File: config.mk
export PLATFORM = sky130hd
export DESIGN_NAME = salcd_ram
export DESIGN_NICKNAME = d
export VERILOG_FILES = /design/src/design/salcd_ram.sv
export SDC_FILE = /design/constraint.sdc
export NUM_CORES = 1
export LEC_CHECK = 0
export BUFFER_PORTS_ARGS = -buffer_cell sky130_fd_sc_hd__buf_2
export CAP_MARGIN = 0
export CORE_ASPECT_RATIO = 1.2
export CORE_MARGIN = 8
export CORE_UTILIZATION = 60
export CTS_CLUSTER_DIAMETER = 50
export DETAILED_ROUTE_END_ITERATION = 10
export PLACE_DENSITY = 0.85
export SLEW_MARGIN = 20
export SYNTH_ARGS = -nofsm -noshare
export SYNTH_HDL_FRONTEND = slang
export SYNTH_SLANG_ARGS = --single-unit
File: constraint.sdc
create_clock -name clock -period 2.5 [get_ports clock]
set_input_delay 0.625 -clock clock [delete_from_list [all_inputs] [get_ports clock]]
set_output_delay 0.625 -clock clock [all_outputs]
set_load 0.02 [all_outputs]
File: src/design/salcd_ram.sv
// Generic simple dual-port RAM: one write port, one read port with registered read data.
module salcd_ram #(
   parameter int WIDTH = 8,
   parameter int DEPTH = 16
) (
   input  logic                     clock,
   input  logic                     wr_en,
   input  logic [$clog2(DEPTH)-1:0] wr_addr,
   input  logic [WIDTH-1:0]         wr_data,
   input  logic [$clog2(DEPTH)-1:0] rd_addr,
   output logic [WIDTH-1:0]         rd_data
);

   logic [WIDTH-1:0] mem_ff [DEPTH];
   logic [WIDTH-1:0] rd_data_ff;

   always_ff @(posedge clock) begin
      if (wr_en) begin
         mem_ff[wr_addr] <= wr_data;
      end
      rd_data_ff <= mem_ff[rd_addr];
   end

   assign rd_data = rd_data_ff;

endmodule

==> impl_metrics.prom <==
# TYPE chip_impl_metric gauge
chip_impl_metric{name="setup_failing_eps_final",unit=""} 0
chip_impl_metric{name="fillCellCount",unit=""} 468
chip_impl_metric{name="globalRoute.totalOverflow",unit=""} 0
chip_impl_metric{name="totalNegativeSetupSlack",unit="ns"} 0
chip_impl_info{name="min-delay-start",value="wr_data[5]"} 1
chip_impl_info{name="synthTopCellsByArea",value="sky130_fd_sc_hd__edfxtp_1 75%, sky130_fd_sc_hd__mux4_2 7.9%, sky130_fd_sc_hd__mux4_1 7.1%, sky130_fd_sc_hd__dfxtp_1 3.1%, sky130_fd_sc_hd__a22oi_1 2.3%"} 1
chip_impl_metric{name="clock-sinks",unit=""} 136
chip_impl_metric{name="floorplan.die_area",unit="um2"} 11810
chip_impl_metric{name="compound_gate_fraction_of_synth_area",unit=""} 0.02333
chip_impl_metric{name="post_cts_resized",unit=""} 0
chip_impl_metric{name="areaGrowthSynthToFinish",unit="%"} 19.30
chip_impl_metric{name="layout_min_cycle_time",unit="ns"} 1.632
chip_impl_metric{name="floorplan.initialDensity",unit=""} 0.6076
chip_impl_metric{name="seq_area_frac_synth",unit=""} 0.7778
chip_impl_metric{name="netlist.area_leader.share",unit=""} 0.7467
chip_impl_metric{name="worst_clock_skew",unit="ns"} 0.005673
chip_impl_metric{name="buffer_ports.inserted",unit=""} 25
chip_impl_metric{name="via_per_inst",unit=""} 5.969
chip_impl_metric{name="synth-xor-area-share",unit=""} 0
chip_impl_info{name="post-synth-top-area-cell",value="sky130_fd_sc_hd__edfxtp_1"} 1
chip_impl_metric{name="layout.nets",unit=""} 301
chip_impl_metric{name="postSynthRegisterBits",unit=""} 136
chip_impl_metric{name="post_synth_and_or_nand_nor_area_fraction",unit=""} 0.03184
chip_impl_metric{name="irDropWorstVdd",unit="mV"} 0.9707
chip_impl_metric{name="critical_path_peak_fanout",unit=""} 1
chip_impl_metric{name="ctsHtreeMaxLevel",unit=""} 4
chip_impl_metric{name="setup_ws",unit="ns"} 0.8679
chip_impl_metric{name="worst-path-buf-inv",unit=""} 1
chip_impl_metric{name="relative_max_transition_margin",unit=""} 0.5010
chip_impl_metric{name="top_level_ports",unit=""} 26
chip_impl_metric{name="post_synth_inst_count",unit=""} 229
chip_impl_metric{name="ratio_of_cells_with_drive_above_1_in_the_final_layout",unit=""} 0.3209
chip_impl_info{name="rsz_0062_raised_after_global_routing",value="no"} 1
chip_impl_metric{name="clk_latency",unit="ns"} 0.53
chip_impl_metric{name="drt_pass1_iterations",unit=""} 4
chip_impl_metric{name="antenna_cells_inserted",unit=""} 0
chip_impl_metric{name="synthMuxAreaShare",unit=""} 0.1502
chip_impl_metric{name="adder_and_majority_cell_fraction_of_the_synthesized_area",unit=""} 0
chip_impl_metric{name="postCtsSetupBuffers",unit=""} 0
chip_impl_metric{name="antenna_found_initial",unit=""} 0
chip_impl_metric{name="reg2regPathDepth",unit=""} 3
chip_impl_metric{name="dp_hpwl",unit="um"} 5954
chip_impl_metric{name="hold_buffers",unit=""} 0
chip_impl_metric{name="die_h",unit="um"} 117.5
chip_impl_info{name="layout_commonest_cell",value="sky130_fd_sc_hd__edfxtp_1"} 1
chip_impl_metric{name="detail_route.iter0.violations",unit=""} 196
chip_impl_metric{name="seq_area",unit="um2"} 4004
chip_impl_metric{name="p_leak",unit="nW"} 2.113
chip_impl_info{name="crit_path_start_kind",value="register"} 1
chip_impl_metric{name="cellPowerDensity",unit="nW/um2"} 887.2
chip_impl_metric{name="setup.reg_to_reg.worst_slack",unit="ns"} 1.13
chip_impl_metric{name="layout.cells.non_filler",unit=""} 413
chip_impl_metric{name="cp.arrival",unit="ns"} 1.01
chip_impl_metric{name="row_count",unit=""} 37
chip_impl_metric{name="grt_util_all_layers",unit=""} 0.1847
chip_impl_metric{name="timing_worst_slew_pin_value",unit="ns"} 0.7457
chip_impl_metric{name="die_width",unit="um"} 100.6
chip_impl_info{name="worst_setup_path_end_kind",value="output port"} 1
chip_impl_metric{name="maxCapViolCount",unit=""} 0
chip_impl_metric{name="design.core.area",unit="um2"} 8472
chip_impl_info{name="critical_path.cell_chain",value="buf_2"} 1
chip_impl_info{name="tritoncts",value="done"} 1
chip_impl_info{name="critical_path.slowest_cell",value="sky130_fd_sc_hd__dfxtp_1"} 1
chip_impl_info{name="regToRegStartpoint",value="mem_ff[1][2]"} 1
chip_impl_metric{name="wire_length_reported_by_the_detailed_router",unit="um"} 10110
chip_impl_metric{name="ant_nets",unit=""} 0
chip_impl_metric{name="number_of_warnings_reported_in_the_yosys_synthesis_log",unit=""} 0
chip_impl_info{name="worst_path_dominant_cell_family",value="flip-flops"} 1
chip_impl_metric{name="route.detailed.wl_per_inst",unit="um"} 24.47
chip_impl_metric{name="number_of_hold_violations_in_the_final_report",unit=""} 0
chip_impl_metric{name="via_count",unit=""} 2465
chip_impl_metric{name="number_of_instances_on_the_worst_hold_path",unit=""} 1
chip_impl_info{name="r2r-end",value="rd_data[2]"} 1
chip_impl_metric{name="yosysUniqueCellTypes",unit=""} 19
chip_impl_metric{name="clk_pin_slew",unit="ns"} 0.06
chip_impl_metric{name="finalWeightedCongestion",unit=""} 0.7738
chip_impl_metric{name="netlist_area",unit="um2"} 5147
chip_impl_metric{name="grt_first_pass_wirelength",unit="um"} 15220
chip_impl_info{name="worst_hold_path.endpoint",value="mem_ff[14][5]"} 1
chip_impl_metric{name="multi_input_comb_area",unit="um2"} 1057
chip_impl_info{name="combinational_family_with_the_most_area_after_synthesis",value="multiplexers"} 1
chip_impl_metric{name="maxClockFrequency",unit="MHz"} 612.7
chip_impl_metric{name="drc_errors_left",unit=""} 0
chip_impl_metric{name="drv_slew",unit=""} 0
chip_impl_info{name="min_path_type",value="in -> reg"} 1
chip_impl_metric{name="critPathRequiredTime",unit="ns"} 1.88
chip_impl_metric{name="synth_fp_nets",unit=""} 247
chip_impl_metric{name="clock_tree.buffer_depth",unit=""} 2
chip_impl_metric{name="layout_worst_path_cycle_share",unit=""} 0.6528
chip_impl_metric{name="power",unit="mW"} 5.448
chip_impl_metric{name="stage_delay_of_the_slowest_cell_on_the_critical_path",unit="ns"} 0.32
chip_impl_info{name="worstSetupPathType",value="reg -> out"} 1
chip_impl_metric{name="dp_worst_setup_slack",unit="ns"} 0.4118
chip_impl_metric{name="tritoncts.num_buffers",unit=""} 17
chip_impl_metric{name="grt_start_max_net_pins",unit=""} 33
chip_impl_info{name="outcome",value="complete, no violations"} 1
chip_impl_metric{name="grt_pass1_vias",unit=""} 2612
chip_impl_metric{name="avgSynthCellArea",unit="um2"} 22.48
chip_impl_info{name="ctsRootBufferMaster",value="sky130_fd_sc_hd__clkbuf_8"} 1
chip_impl_info{name="layout.cells.most_common_list",value="128 x sky130_fd_sc_hd__edfxtp_1, 25 x sky130_fd_sc_hd__buf_2, 18 x sky130_fd_sc_hd__mux4_2, 18 x sky130_fd_sc_hd__buf_4"} 1
chip_impl_metric{name="place.detailed.instances",unit=""} 381
## where the power goes
part           total, mW  internal [mW]  switching [mW]
clock               2.63           1.74           0.895
sequential          2.56           2.55          0.0146
combinational      0.250          0.103           0.147
total               5.45           4.39            1.06
## sequential cells by signal, indices dropped and copies added, names as in the netlist
signal,cells
mem_ff,128
rd_data,8
## cell families after synthesis
| kind of cell | after synthesis |
|---|---|
| buf+inv | 10 |
| mux | 32 |
| flops | 136 |
| compound gates | 16 |
| simple gates | 35 |
## per-layer routing
layer / up-vias / track usage / wire, um
met2: 118 / 0.3108 / 5480
met3: 14 / 0.06864 / 765
met4: 0 / 0.08341 / 158
met1: 1247 / 0.2016 / 3703
met5: - / 0 / 0
li1: 1086 / - / -
## stage by stage
stage | hold slack (ns) | area, um2 | util
2_1_floorplan | 0.6293 | 5147 | -
3_3_place_gp | 0.6440 | 5508 | 0.6501
3_5_place_dp | 0.6655 | 5508 | 0.6501
4_1_cts | 0.4462 | 6141 | 0.7249
5_1_grt | 0.4561 | 6141 | 0.7249
6_report | 0.4798 | 6141 | 0.7249
## how the worst max path moves through the flow
stage               start           end  slack [ns]  cells past startpoint
2_1_floorplan  wr_addr[2]  mem_ff[0][0]        0.38                      2
3_3_place_gp   rd_addr[0]    rd_data[2]        0.46                      5
3_5_place_dp   rd_addr[0]    rd_data[2]        0.41                      5
4_1_cts        rd_data[0]    rd_data[0]        0.82                      1
5_1_grt        rd_data[2]    rd_data[2]        0.81                      1
6_report       rd_data[0]    rd_data[0]        0.87                      1
## Yosys cell counts
| cell | count |
|---|---|
| sky130_fd_sc_hd__buf_4 | 1 |
| sky130_fd_sc_hd__nand2_1 | 9 |
| sky130_fd_sc_hd__dfxtp_1 | 8 |
| sky130_fd_sc_hd__nor2b_1 | 1 |
| sky130_fd_sc_hd__buf_2 | 3 |
| sky130_fd_sc_hd__nor2_1 | 13 |
| sky130_fd_sc_hd__nand3b_1 | 2 |
| sky130_fd_sc_hd__or3b_2 | 1 |
| sky130_fd_sc_hd__edfxtp_1 | 128 |
| sky130_fd_sc_hd__and2_1 | 1 |
| sky130_fd_sc_hd__mux4_1 | 14 |
| sky130_fd_sc_hd__nor3_1 | 4 |
| sky130_fd_sc_hd__nand2b_1 | 2 |
| sky130_fd_sc_hd__nand3_1 | 1 |
| sky130_fd_sc_hd__mux4_2 | 18 |
| sky130_fd_sc_hd__a22oi_1 | 16 |
| sky130_fd_sc_hd__buf_6 | 3 |
| sky130_fd_sc_hd__and2b_1 | 1 |
| sky130_fd_sc_hd__clkdlybuf4s25_2 | 3 |
## area by class of cell
cell class	instances	share of cell area
tap	117	0.02384
timing repair buffer	45	0.04890
clock inverter	13	0.03280
clock buffer	19	0.07029
multi-input combinational	83	0.1722
sequential	136	0.6520
Note: power is estimated with default switching activity, not from simulation.
